File: src/hdl/pia_pkg.sv
// shared types, codes and helper functions of the parallel interface adapter
package pia_pkg;

  // item kinds on the input channel
  typedef enum logic [2:0] {
    ACC_READ   = 3'd0,
    ACC_WRITE  = 3'd1,
    ACC_CA1    = 3'd2,
    ACC_CA2    = 3'd3,
    ACC_CB1    = 3'd4,
    ACC_CB2    = 3'd5,
    ACC_PINS_A = 3'd6,
    ACC_PINS_B = 3'd7
  } access_e;

  // register offsets after the optional swap
  typedef enum logic [1:0] {
    REG_PORT_A = 2'd0,
    REG_CTRL_A = 2'd1,
    REG_PORT_B = 2'd2,
    REG_CTRL_B = 2'd3
  } reg_sel_e;

  // control register bit positions
  localparam int unsigned CrC1Irq   = 0;
  localparam int unsigned CrC1Edge  = 1;
  localparam int unsigned CrPortSel = 2;
  localparam int unsigned CrC2Bit3  = 3;
  localparam int unsigned CrC2Bit4  = 4;
  localparam int unsigned CrC2Out   = 5;

  localparam int unsigned CtrlW = 6;

  typedef struct packed {
    access_e     access;
    logic [1:0]  reg_offset;
    logic [7:0]  data_byte;
    logic        pin_level;
  } in_item_t;

  typedef struct packed {
    logic [7:0] read_data;
    logic [7:0] port_a_pins;
    logic [7:0] port_b_pins;
    logic       ca2_level;
    logic       cb2_level;
    logic       ca2_strobed;
    logic       cb2_strobed;
    logic       irq_a;
    logic       irq_b;
  } result_t;

  typedef struct packed {
    logic [7:0]       latch_a;
    logic [7:0]       latch_b;
    logic [7:0]       dir_a;
    logic [7:0]       dir_b;
    logic [CtrlW-1:0] ctrl_a;
    logic [CtrlW-1:0] ctrl_b;
    logic             ca2_drive;
    logic             cb2_drive;
    logic             flag_a1;
    logic             flag_a2;
    logic             flag_b1;
    logic             flag_b2;
    logic [7:0]       pins_a;
    logic [7:0]       pins_b;
    logic             ca1_seen;
    logic             ca2_seen;
    logic             cb1_seen;
    logic             cb2_seen;
  } pia_state_t;

  // port A pins float high out of reset, the CA lines are seen high
  localparam pia_state_t StateReset = '{
    latch_a:   8'h00,
    latch_b:   8'h00,
    dir_a:     8'h00,
    dir_b:     8'h00,
    ctrl_a:    '0,
    ctrl_b:    '0,
    ca2_drive: 1'b0,
    cb2_drive: 1'b0,
    flag_a1:   1'b0,
    flag_a2:   1'b0,
    flag_b1:   1'b0,
    flag_b2:   1'b0,
    pins_a:    8'hFF,
    pins_b:    8'h00,
    ca1_seen:  1'b1,
    ca2_seen:  1'b1,
    cb1_seen:  1'b0,
    cb2_seen:  1'b0
  };

  // latch on output bits, pins on input bits
  function automatic logic [7:0] port_val(logic [7:0] latch, logic [7:0] dir,
                                          logic [7:0] pins);
    return (latch & dir) | (pins & ~dir);
  endfunction

  // transition toward the active level
  function automatic logic edge_hit(logic seen, logic now, logic rising);
    return (seen != now) && (now == rising);
  endfunction

  // alternate order swaps offsets 1 and 2, i.e. the two offset bits
  function automatic reg_sel_e map_offset(logic alt, logic [1:0] off);
    return alt ? reg_sel_e'({off[0], off[1]}) : reg_sel_e'(off);
  endfunction

endpackage

File: src/hdl/pia_in_if.sv
// input channel: one bus access or pin event per transfer
interface pia_in_if;
  logic       valid;
  logic       ready;
  logic [2:0] access;
  logic [1:0] reg_offset;
  logic [7:0] data_byte;
  logic       pin_level;

  modport source (output valid, access, reg_offset, data_byte, pin_level, input ready);
  modport sink   (input valid, access, reg_offset, data_byte, pin_level, output ready);
endinterface

File: src/hdl/pia_out_if.sv
// output channel: one result per transfer
interface pia_out_if;
  logic       valid;
  logic       ready;
  logic [7:0] read_data;
  logic [7:0] port_a_pins;
  logic [7:0] port_b_pins;
  logic       ca2_level;
  logic       cb2_level;
  logic       ca2_strobed;
  logic       cb2_strobed;
  logic       irq_a;
  logic       irq_b;

  modport source (output valid, read_data, port_a_pins, port_b_pins, ca2_level, cb2_level,
                  ca2_strobed, cb2_strobed, irq_a, irq_b, input ready);
  modport sink   (input valid, read_data, port_a_pins, port_b_pins, ca2_level, cb2_level,
                  ca2_strobed, cb2_strobed, irq_a, irq_b, output ready);
endinterface

File: src/hdl/pia_in_stage.sv
// input register stage of the adapter
module pia_in_stage (
  input  logic              clk_i,
  input  logic              rst_ni,
  pia_in_if.sink            in_ch_i,
  input  logic              advance_i,
  output logic              valid_o,
  output pia_pkg::in_item_t item_o
);
  import pia_pkg::*;

  logic     valid_q;
  in_item_t item_q;
  logic     take;

  // free when empty or when the held item moves on this cycle
  assign in_ch_i.ready = !valid_q || advance_i;
  assign take          = in_ch_i.valid && in_ch_i.ready;

  always_ff @(posedge clk_i or negedge rst_ni) begin
    if (!rst_ni) begin
      valid_q <= 1'b0;
    end else if (take) begin
      valid_q <= 1'b1;
    end else if (advance_i) begin
      valid_q <= 1'b0;
    end
  end

  always_ff @(posedge clk_i) begin
    if (take) begin
      item_q <= '{access:     access_e'(in_ch_i.access),
                  reg_offset: in_ch_i.reg_offset,
                  data_byte:  in_ch_i.data_byte,
                  pin_level:  in_ch_i.pin_level};
    end
  end

  assign valid_o = valid_q;
  assign item_o  = item_q;
endmodule

File: src/hdl/pia_core.sv
// adapter state registers and the per-item update and result logic
module pia_core (
  input  logic              clk_i,
  input  logic              rst_ni,
  input  logic              fire_i,
  input  logic              alt_order_i,
  input  pia_pkg::in_item_t item_i,
  output pia_pkg::result_t  result_o
);
  import pia_pkg::*;

  pia_state_t state_q, state_d;
  reg_sel_e   sel;
  logic [7:0] rd;
  logic       sa, sb;

  assign sel = map_offset(alt_order_i, item_i.reg_offset);

  always_comb begin
    state_d = state_q;
    rd      = 8'h00;
    sa      = 1'b0;
    sb      = 1'b0;
    unique case (item_i.access)
      ACC_READ: begin
        unique case (sel)
          REG_PORT_A: begin
            if (state_q.ctrl_a[CrPortSel]) begin
              rd = port_val(state_q.latch_a, state_q.dir_a, state_q.pins_a);
              state_d.flag_a1 = 1'b0;
              state_d.flag_a2 = 1'b0;
              if (state_q.ctrl_a[CrC2Out] && !state_q.ctrl_a[CrC2Bit4]) begin
                // pulse low, back high at once on e restore
                state_d.ca2_drive = state_q.ctrl_a[CrC2Bit3];
                sa = 1'b1;
              end
            end else begin
              rd = state_q.dir_a;
            end
          end
          REG_PORT_B: begin
            if (state_q.ctrl_b[CrPortSel]) begin
              rd = port_val(state_q.latch_b, state_q.dir_b, state_q.pins_b);
              if (state_q.flag_b1 && state_q.ctrl_b[CrC2Out] &&
                  !state_q.ctrl_b[CrC2Bit4] && !state_q.ctrl_b[CrC2Bit3]) begin
                state_d.cb2_drive = 1'b1;
              end
              state_d.flag_b1 = 1'b0;
              state_d.flag_b2 = 1'b0;
            end else begin
              rd = state_q.dir_b;
            end
          end
          REG_CTRL_A: begin
            rd = {state_q.flag_a1, state_q.flag_a2 && !state_q.ctrl_a[CrC2Out],
                  state_q.ctrl_a};
          end
          REG_CTRL_B: begin
            rd = {state_q.flag_b1, state_q.flag_b2 && !state_q.ctrl_b[CrC2Out],
                  state_q.ctrl_b};
          end
          default: rd = 8'h00;
        endcase
      end
      ACC_WRITE: begin
        unique case (sel)
          REG_PORT_A: begin
            if (state_q.ctrl_a[CrPortSel]) begin
              state_d.latch_a = item_i.data_byte;
            end else begin
              state_d.dir_a = item_i.data_byte;
            end
          end
          REG_PORT_B: begin
            if (state_q.ctrl_b[CrPortSel]) begin
              state_d.latch_b = item_i.data_byte;
              if (state_q.ctrl_b[CrC2Out] && !state_q.ctrl_b[CrC2Bit4]) begin
                state_d.cb2_drive = state_q.ctrl_b[CrC2Bit3];
                sb = 1'b1;
              end
            end else begin
              state_d.dir_b = item_i.data_byte;
            end
          end
          REG_CTRL_A: begin
            state_d.ctrl_a = item_i.data_byte[CtrlW-1:0];
            if (item_i.data_byte[CrC2Out]) begin
              state_d.ca2_drive = item_i.data_byte[CrC2Bit4] ?
                                  item_i.data_byte[CrC2Bit3] : 1'b1;
            end
          end
          REG_CTRL_B: begin
            state_d.ctrl_b = item_i.data_byte[CtrlW-1:0];
            if (item_i.data_byte[CrC2Out]) begin
              state_d.cb2_drive = item_i.data_byte[CrC2Bit4] ?
                                  item_i.data_byte[CrC2Bit3] : 1'b1;
            end
          end
          default: ;
        endcase
      end
      ACC_CA1: begin
        if (edge_hit(state_q.ca1_seen, item_i.pin_level, state_q.ctrl_a[CrC1Edge])) begin
          state_d.flag_a1 = 1'b1;
          // ca1 edge ends a strobe that waits for c1 restore
          if (state_q.ctrl_a[CrC2Out] && !state_q.ctrl_a[CrC2Bit4] &&
              !state_q.ctrl_a[CrC2Bit3]) begin
            state_d.ca2_drive = 1'b1;
          end
        end
        state_d.ca1_seen = item_i.pin_level;
      end
      ACC_CA2: begin
        if (!state_q.ctrl_a[CrC2Out] &&
            edge_hit(state_q.ca2_seen, item_i.pin_level, state_q.ctrl_a[CrC2Bit4])) begin
          state_d.flag_a2 = 1'b1;
        end
        state_d.ca2_seen = item_i.pin_level;
      end
      ACC_CB1: begin
        if (edge_hit(state_q.cb1_seen, item_i.pin_level, state_q.ctrl_b[CrC1Edge])) begin
          state_d.flag_b1 = 1'b1;
        end
        state_d.cb1_seen = item_i.pin_level;
      end
      ACC_CB2: begin
        if (!state_q.ctrl_b[CrC2Out] &&
            edge_hit(state_q.cb2_seen, item_i.pin_level, state_q.ctrl_b[CrC2Bit4])) begin
          state_d.flag_b2 = 1'b1;
        end
        state_d.cb2_seen = item_i.pin_level;
      end
      ACC_PINS_A: state_d.pins_a = item_i.data_byte;
      ACC_PINS_B: state_d.pins_b = item_i.data_byte;
      default: ;
    endcase
  end

  always_ff @(posedge clk_i or negedge rst_ni) begin
    if (!rst_ni) begin
      state_q <= StateReset;
    end else if (fire_i) begin
      state_q <= state_d;
    end
  end

  // result reflects the state after this item
  always_comb begin
    result_o.read_data   = rd;
    result_o.port_a_pins = port_val(state_d.latch_a, state_d.dir_a, state_d.pins_a);
    result_o.port_b_pins = port_val(state_d.latch_b, state_d.dir_b, state_d.pins_b);
    result_o.ca2_level   = state_d.ca2_drive;
    result_o.cb2_level   = state_d.cb2_drive;
    result_o.ca2_strobed = sa;
    result_o.cb2_strobed = sb;
    result_o.irq_a       = (state_d.flag_a1 && state_d.ctrl_a[CrC1Irq]) ||
                           (state_d.flag_a2 && state_d.ctrl_a[CrC2Bit3]);
    result_o.irq_b       = (state_d.flag_b1 && state_d.ctrl_b[CrC1Irq]) ||
                           (state_d.flag_b2 && state_d.ctrl_b[CrC2Bit3]);
  end
endmodule

File: src/hdl/pia_out_stage.sv
// result register that drives the output channel
module pia_out_stage (
  input  logic             clk_i,
  input  logic             rst_ni,
  input  logic             load_i,
  input  pia_pkg::result_t result_i,
  output logic             free_o,
  pia_out_if.source        out_ch_o
);
  import pia_pkg::*;

  logic    valid_q;
  result_t result_q;

  // room for a new result when empty or when the held one leaves now
  assign free_o = !valid_q || out_ch_o.ready;

  always_ff @(posedge clk_i or negedge rst_ni) begin
    if (!rst_ni) begin
      valid_q <= 1'b0;
    end else if (load_i) begin
      valid_q <= 1'b1;
    end else if (out_ch_o.ready) begin
      valid_q <= 1'b0;
    end
  end

  always_ff @(posedge clk_i) begin
    if (load_i) begin
      result_q <= result_i;
    end
  end

  assign out_ch_o.valid       = valid_q;
  assign out_ch_o.read_data   = result_q.read_data;
  assign out_ch_o.port_a_pins = result_q.port_a_pins;
  assign out_ch_o.port_b_pins = result_q.port_b_pins;
  assign out_ch_o.ca2_level   = result_q.ca2_level;
  assign out_ch_o.cb2_level   = result_q.cb2_level;
  assign out_ch_o.ca2_strobed = result_q.ca2_strobed;
  assign out_ch_o.cb2_strobed = result_q.cb2_strobed;
  assign out_ch_o.irq_a       = result_q.irq_a;
  assign out_ch_o.irq_b       = result_q.irq_b;
endmodule

File: src/hdl/peripheral_interface_adapter_unit.sv
// top level of the two-port parallel interface adapter
// Two-port parallel interface adapter. Each input transfer is one bus read or
// write of one of four registers (0 port A/DDR A, 1 control A, 2 port B/DDR B,
// 3 control B; the alternate order register swaps offsets 1 and 2), a new
// level on CA1, CA2, CB1 or CB2, or a new byte on the port A or port B pins.
// Each input transfer gives exactly one output transfer with the read data
// (zero for anything but a read), both port values, both C2 levels, the C2
// strobe marks and both interrupt lines, all as they stand after the item.
// Throughput is one item per clock while the sink keeps taking results: an
// item sits in the input register, and decode and state update carry it
// into the result register, which drives the output channel. The adapter
// state (latches, direction and control registers, flags, pin and edge
// history) is updated in the cycle the item moves into the result register,
// so the next item already sees it. While a finished result waits for the
// sink the input register still takes one more item; the input stalls only
// once both registers hold an item.
// The alternate order register is written through cfg_we_i / cfg_data_i and
// is expected to change only while no item is in flight.
module peripheral_interface_adapter_unit (
  input  logic       clk_i,
  input  logic       rst_ni,
  input  logic       cfg_we_i,
  input  logic       cfg_data_i,
  pia_in_if.sink     in_ch_i,
  pia_out_if.source  out_ch_o
);
  import pia_pkg::*;

  logic     alt_order_q;
  logic     item_valid;
  in_item_t item;
  logic     out_free;
  logic     fire;
  result_t  result;

  // alternate register ordering, written directly from the config port
  always_ff @(posedge clk_i or negedge rst_ni) begin
    if (!rst_ni) begin
      alt_order_q <= 1'b0;
    end else if (cfg_we_i) begin
      alt_order_q <= cfg_data_i;
    end
  end

  // an item is processed when it is held and the result register has room
  assign fire = item_valid && out_free;

  pia_in_stage u_in_stage (
    .clk_i     (clk_i),
    .rst_ni    (rst_ni),
    .in_ch_i   (in_ch_i),
    .advance_i (fire),
    .valid_o   (item_valid),
    .item_o    (item)
  );

  pia_core u_core (
    .clk_i       (clk_i),
    .rst_ni      (rst_ni),
    .fire_i      (fire),
    .alt_order_i (alt_order_q),
    .item_i      (item),
    .result_o    (result)
  );

  pia_out_stage u_out_stage (
    .clk_i    (clk_i),
    .rst_ni   (rst_ni),
    .load_i   (fire),
    .result_i (result),
    .free_o   (out_free),
    .out_ch_o (out_ch_o)
  );
endmodule

File: src/flat_wrapper.sv
// flat-port wrapper written by rule: the top's interface ports become plain ports
module peripheral_interface_adapter_unit_flat import pia_pkg::*;
  (clk_i, rst_ni, cfg_we_i, cfg_data_i, in_ch_i_valid, in_ch_i_access, in_ch_i_reg_offset, in_ch_i_data_byte, in_ch_i_pin_level, in_ch_i_ready, out_ch_o_valid, out_ch_o_read_data, out_ch_o_port_a_pins, out_ch_o_port_b_pins, out_ch_o_ca2_level, out_ch_o_cb2_level, out_ch_o_ca2_strobed, out_ch_o_cb2_strobed, out_ch_o_irq_a, out_ch_o_irq_b, out_ch_o_ready);
  pia_in_if in_ch_i_i ();
  pia_out_if out_ch_o_i ();
  input  logic clk_i;
  input  logic rst_ni;
  input  logic cfg_we_i;
  input  logic cfg_data_i;
  input wire logic [$bits(in_ch_i_i.valid)-1:0] in_ch_i_valid;
  input wire logic [$bits(in_ch_i_i.access)-1:0] in_ch_i_access;
  input wire logic [$bits(in_ch_i_i.reg_offset)-1:0] in_ch_i_reg_offset;
  input wire logic [$bits(in_ch_i_i.data_byte)-1:0] in_ch_i_data_byte;
  input wire logic [$bits(in_ch_i_i.pin_level)-1:0] in_ch_i_pin_level;
  output wire logic [$bits(in_ch_i_i.ready)-1:0] in_ch_i_ready;
  output wire logic [$bits(out_ch_o_i.valid)-1:0] out_ch_o_valid;
  output wire logic [$bits(out_ch_o_i.read_data)-1:0] out_ch_o_read_data;
  output wire logic [$bits(out_ch_o_i.port_a_pins)-1:0] out_ch_o_port_a_pins;
  output wire logic [$bits(out_ch_o_i.port_b_pins)-1:0] out_ch_o_port_b_pins;
  output wire logic [$bits(out_ch_o_i.ca2_level)-1:0] out_ch_o_ca2_level;
  output wire logic [$bits(out_ch_o_i.cb2_level)-1:0] out_ch_o_cb2_level;
  output wire logic [$bits(out_ch_o_i.ca2_strobed)-1:0] out_ch_o_ca2_strobed;
  output wire logic [$bits(out_ch_o_i.cb2_strobed)-1:0] out_ch_o_cb2_strobed;
  output wire logic [$bits(out_ch_o_i.irq_a)-1:0] out_ch_o_irq_a;
  output wire logic [$bits(out_ch_o_i.irq_b)-1:0] out_ch_o_irq_b;
  input wire logic [$bits(out_ch_o_i.ready)-1:0] out_ch_o_ready;
  assign in_ch_i_i.valid = in_ch_i_valid;
  assign in_ch_i_i.access = in_ch_i_access;
  assign in_ch_i_i.reg_offset = in_ch_i_reg_offset;
  assign in_ch_i_i.data_byte = in_ch_i_data_byte;
  assign in_ch_i_i.pin_level = in_ch_i_pin_level;
  assign in_ch_i_ready = in_ch_i_i.ready;
  assign out_ch_o_valid = out_ch_o_i.valid;
  assign out_ch_o_read_data = out_ch_o_i.read_data;
  assign out_ch_o_port_a_pins = out_ch_o_i.port_a_pins;
  assign out_ch_o_port_b_pins = out_ch_o_i.port_b_pins;
  assign out_ch_o_ca2_level = out_ch_o_i.ca2_level;
  assign out_ch_o_cb2_level = out_ch_o_i.cb2_level;
  assign out_ch_o_ca2_strobed = out_ch_o_i.ca2_strobed;
  assign out_ch_o_cb2_strobed = out_ch_o_i.cb2_strobed;
  assign out_ch_o_irq_a = out_ch_o_i.irq_a;
  assign out_ch_o_irq_b = out_ch_o_i.irq_b;
  assign out_ch_o_i.ready = out_ch_o_ready;
  peripheral_interface_adapter_unit u_core (.clk_i(clk_i), .rst_ni(rst_ni), .cfg_we_i(cfg_we_i), .cfg_data_i(cfg_data_i), .in_ch_i(in_ch_i_i), .out_ch_o(out_ch_o_i));
endmodule
File: config.mk
export PLATFORM = sky130hd
export DESIGN_NAME = peripheral_interface_adapter_unit_flat
export DESIGN_NICKNAME = d
export VERILOG_FILES = /design/src/hdl/pia_pkg.sv /design/src/hdl/pia_in_if.sv /design/src/hdl/pia_out_if.sv /design/src/hdl/pia_in_stage.sv /design/src/hdl/pia_core.sv /design/src/hdl/pia_out_stage.sv /design/src/hdl/peripheral_interface_adapter_unit.sv /design/src/flat_wrapper.sv
export SDC_FILE = /design/constraint.sdc
export NUM_CORES = 1
export LEC_CHECK = 0
export BUFFER_PORTS_ARGS = -buffer_cell sky130_fd_sc_hd__buf_2
export CORE_ASPECT_RATIO = 1.75
export CORE_UTILIZATION = 60
export DETAILED_ROUTE_END_ITERATION = 10
export GPL_TIMING_DRIVEN = 0
export PLACE_DENSITY = 0.77
export SYNTH_ARGS = -nofsm -noshare
export SYNTH_HDL_FRONTEND = slang
export SYNTH_HIERARCHICAL = 1
export SYNTH_SLANG_ARGS = --single-unit
export TNS_END_PERCENT = 5
File: constraint.sdc
create_clock -name clk_i -period 3.7 [get_ports clk_i]
set_input_delay 0.74 -clock clk_i [delete_from_list [all_inputs] [get_ports clk_i]]
set_output_delay 0.74 -clock clk_i [all_outputs]
set_load 0.02 [all_outputs]
# Yosys cells after proc, flatten, opt, wreduce, memory -nomap -nowiden
# Cells that the tools add are included.
# op_classes
eq_ne,18
n_reduce_logical,44
n_mux,52
bitwise_logic,16
# op_table
cell,n
8-bit 2-to-1 mux,12
8-bit bitwise AND,8
44-bit 2-to-1 mux,1
8-bit inverter,4
8-bit OR,4
8-bit one-hot mux with 4 select lines,1
1-bit 2-to-1 mux,24
1-bit logical AND,20
"3-bit == test, second input constant",4
6-bit 2-to-1 mux,2
1-bit one-hot mux with 2 select lines,6
3-bit AND reduction,4
2-bit 2-to-1 mux,5
1-bit zero test,8
2-bit AND reduction,4
"3-bit by 2-bit == test with 1-bit output, second input constant",2
1-bit == test,4
"2-bit == test, second input constant",2
1-bit logical OR,4
1-bit inequality test,4
2-bit nonzero test,2
"3-bit by 1-bit == test with 1-bit output, second input constant",1
3-bit zero test,1
1-bit one-hot mux with 3 select lines,1
2 further kinds,2
# word_totals
output_inout_bits,32
wordCells,166
reg_bits,117
input_bits,20

# Longest topological paths before layout
# depth
depth_word,7
mapped_depth,8
ltp_nobuf,6

# By module
# Netlist, hierarchy kept.
# by_module_without_submodules
mod,area_each_um2,seq_area_each_um2,n_inst,cells_each
pia_core,4708.3,1764.2,1,529
pia_out_stage,948.4,925.9,1,33
pia_in_stage,474.2,445.4,1,18
peripheral_interface_adapter_unit,46.3,25.0,1,3

# Least setup slack after synthesis
# No wires, ideal clock.
# synth_timing
path_type,input -> register
start,in out_ch_o_ready
end,reg u_core/u_core/state_q[46] (netlist name)
arrival_ns,2.856
required_time_ns,3.575
cell_stages,6
setup_slack_ns,0.719
path_buffers,2
setup_time_ns,0.125
path_cell_list,nand2b_4 and2_1 clkbuf_1 clkbuf_1 nand2_1 mux2_2
# synth_via
elab_chain_len,2
# synth_rtl
item,line_no,text
start: declaration,flat_wrapper.sv:26,input wire logic [$bits(out_ch_o_i.ready)-1:0] out_ch_o_ready;
1-bit logical OR,pia_out_stage.sv:16,assign free_o = !valid_q || out_ch_o.ready;
1-bit logical AND,peripheral_interface_adapter_unit.sv:46,assign fire = item_valid && out_free;
net u_core.fire,peripheral_interface_adapter_unit.sv:33,logic fire;
end signal: assignment,pia_core.sv:141,state_q <= StateReset;
end signal: assignment,pia_core.sv:143,state_q <= state_d;
end: declaration,pia_core.sv:12,"pia_state_t state_q, state_d;"
# The timed path passes the listed nets, and every way through them passes these cells.
# A chain may end at the register's enable or synchronous reset.

# Worst setup path after layout
# layout_timing
start,in out_ch_o_ready
end,reg u_core/u_core/state_q[46] (netlist name)
# layout_via
elab_chain_len,2
# layout_rtl
item,line_no,text
1-bit logical OR,pia_out_stage.sv:16,
net u_core.out_free,peripheral_interface_adapter_unit.sv:32,logic out_free;
1-bit logical AND,peripheral_interface_adapter_unit.sv:46,
net u_core.fire,peripheral_interface_adapter_unit.sv:33,
# The timed path passes the listed nets, and every way through them passes these cells.

==> flow_metrics.tcl <==
set metrics [dict create \
    status "finished clean" \
    overflow 0 \
    dp_cells 760 \
    slew_headroom_pct 23.1 \
    worstSetupEndpointType "flip-flop" \
    grt_pass1_vias 5134 \
    synth_edf_count 44 \
    r2r-end "u_core/u_core/state_q[46]" \
    cts_resized 0 \
    tns_ns 0 \
    drt_first_pass_iters 5 \
    postCtsSetupBuffers 0 \
    drt.antenna.violating_nets 0 \
    io-pin-count 52 \
    mostFrequentLayoutCell "a21oi_1" \
    r2r_cells 6 \
    path_class "input pin to flip-flop" \
    nets 674 \
    hpwlAfterDp_mm 12.9 \
    report.final.slew_viol_count 0 \
    placement_rows 48 \
    cts_hold_buf 0 \
    grt_max_degree 51 \
    root_buffer "clkbuf_16" \
    grt_pass1_wl_mm 27.9 \
    synth_cells 583 \
    yosysTopAreaCell "dfrtp_1" \
    yosysSeqAreaShare_pct 51.2 \
    via_count 5324 \
    holdCritPathClass "input pin to asynchronous set/reset pin" \
    fp.coreArea_um2 9910 \
    r2r-start "u_core/u_out_stage/out_ch_o.valid" \
    drive_gt1_share_pct 27.4 \
    drc_errors 0 \
    initialDrtViolationCount 608 \
    min_period_ns 3.16 \
    synth_area_leaders "dfrtp_1 26%, edfxtp_1 21%, mux2_2 11%" \
    die-area_um2 10700 \
    area_delta_synth_final_pct 16.4 \
    hold_viol_final 0 \
    crit_required_ns 4.00 \
    synth_flop_cell "dfrtp_1" \
    fin_crit_sh_pct 85.4 \
    yosys_warnings 6 \
    insertion_delay_ns 0.43 \
    power_density_nw_per_um2 713 \
    async_flop_share_pct 62.4 \
    crit_arrival_ns 3.46 \
    h-tree-depth 4 \
    drv.max_cap_violation_count 0 \
    peakVddDrop_v 0.000476 \
    n_antenna_cell 0 \
    synth_seq_cells 117 \
    grt_usage_pct 36.4 \
    worst_slew_pin_slew_ns 1.14 \
    cts_tree "done" \
    mostFrequentLayoutCells "64 x a21oi_1, 63 x dfrtp_1, 58 x nand2_1, 58 x mux2_2, 55 x buf_2" \
    finalPower_w 0.00512 \
    start_util_pct 62.3 \
    syn_nets 603 \
    startpoint_type "input pin" \
    synth_top_area_share_pct 25.5 \
    io_buffers 51 \
    routed_wl_mm 18.5 \
    cts.sinks 117 \
    hold_ws_ns 0.219 \
    dieHeight_um 136 \
    vias_per_cell 6.72 \
    rsz0062_at_grt "no" \
    synthesis.area_um2 6180 \
    max_freq_mhz 316 \
    clock_skew_ns 0.00751 \
    r2r_setup_slack_ns 0.56 \
    cts_buffer_depth 2 \
    dieWidth_um 78.7 \
    finalWeightedCongestion 1.01 \
    syn_avg_cell_area_um2 10.6 \
    setup_slack_ns 0.540 \
    finalNonFillerCells 792 \
    setup_violations 0 \
    numCtsBuffers 17 \
    dpl_worst_slack_ns 0.174 \
    cts.reportedPaths.clkPinSlew_ns 0.06 \
    p_leak_nw 2.96 \
    wl_per_cell_um 23.4 \
    crit_path_max_fanout 33 \
    ys_types 67 \
    antenna_found_initial 0 \
]
==> how the worst max path moves through the flow <==
| stage | from | endpoint | depth (start not counted) |
|---|---|---|---|
| floorplan | out_ch_o_ready | u_core/u_core/state_q[46] | 6 |
| global placement | out_ch_o_ready | u_core/u_core/state_q[49] | 7 |
| detailed placement | out_ch_o_ready | u_core/u_core/state_q[46] | 7 |
| CTS | out_ch_o_ready | u_core/u_core/state_q[46] | 7 |
| global route | out_ch_o_ready | u_core/u_core/state_q[46] | 7 |
| finish | out_ch_o_ready | u_core/u_core/state_q[46] | 7 |
==> synthesized netlist by cell type, types with 5 or more instances <==
cell type,instances
nand2_1,58
clkbuf_1,28
edfxtp_1,44
nor3b_1,6
nand3b_1,9
dfstp_2,10
a22oi_1,8
o21ai_0,41
a31oi_1,9
buf_4,6
inv_1,17
a21oi_1,64
buf_2,5
o22a_1,5
dfrtp_1,63
o211ai_1,14
nand3_1,6
and3_1,5
mux2_2,58
nor2_1,28
mux2i_1,11
o22ai_1,6
==> logic make-up (layout without fill, tap and decap cells) <==
family	Yosys count	after routing	synth area share, %
DFF	117	117	51.2
AOI/OAI and AO/OA	188	188	19.4
buffers and inverters	59	143	4.17
muxes	70	70	12.6
and+or+nand+nor	149	149	12.7
==> per-layer routing <==
layer,share of wire (%),up-vias,global-route usage [%],routed length (µm)
li1,-,2319,-,-
met1,36,2586,41.0,6610
met2,51,338,61.8,9500
met3,7.2,81,6.64,1330
met4,6.0,0,24.7,1100
met5,0,-,0,0
==> worst max-delay path, stage by stage <==
cell and delay, ns:
buf_2 0.08, nand2b_4 0.11, and2_2 0.75, clkbuf_1 0.36, clkbuf_1 0.51, nand2_1 0.49
mux2_2 0.41
==> state kept, by name, summed over array words and instances, names as in the netlist, 8 cells and up <==
name,cells
u_core/u_core/state_q,70
u_core/u_in_stage/item_o,14
u_core/u_out_stage/out_ch_o.port_a_pins,8
u_core/u_out_stage/out_ch_o.port_b_pins,8
u_core/u_out_stage/out_ch_o.read_data,8
==> cell type report <==
| type | count | area (µm²) |
|---|---|---|
| Inverter | 17 | 63.8 |
| Fill cell | 714 | 2720 |
| Timing Repair Buffer | 52 | 285 |
| Clock inverter | 14 | 129 |
| Multi-Input combinational cell | 407 | 2760 |
| Clock buffer | 18 | 439 |
| Buffer | 42 | 194 |
| Sequential cell | 117 | 3160 |
| Tap cell | 125 | 156 |
==> stage by stage <==
stage | util, % | area (µm²)
after floorplan | - | 6180
after global placement | 66.5 | 6590
after detailed placement | 66.8 | 6620
after CTS | 72.5 | 7190
after global routing | 72.5 | 7190
final | 72.5 | 7190
==> where the power goes <==
part,leakage [nW],internal [W],switching (W)
Clock,0.263,0.000942,0.000622
Sequential,1.31,0.00178,0.000330
Combinational,1.38,0.000618,0.000832
Total,2.96,0.00334,0.00178
No activity file was read; power rests on OpenSTA's default activity.
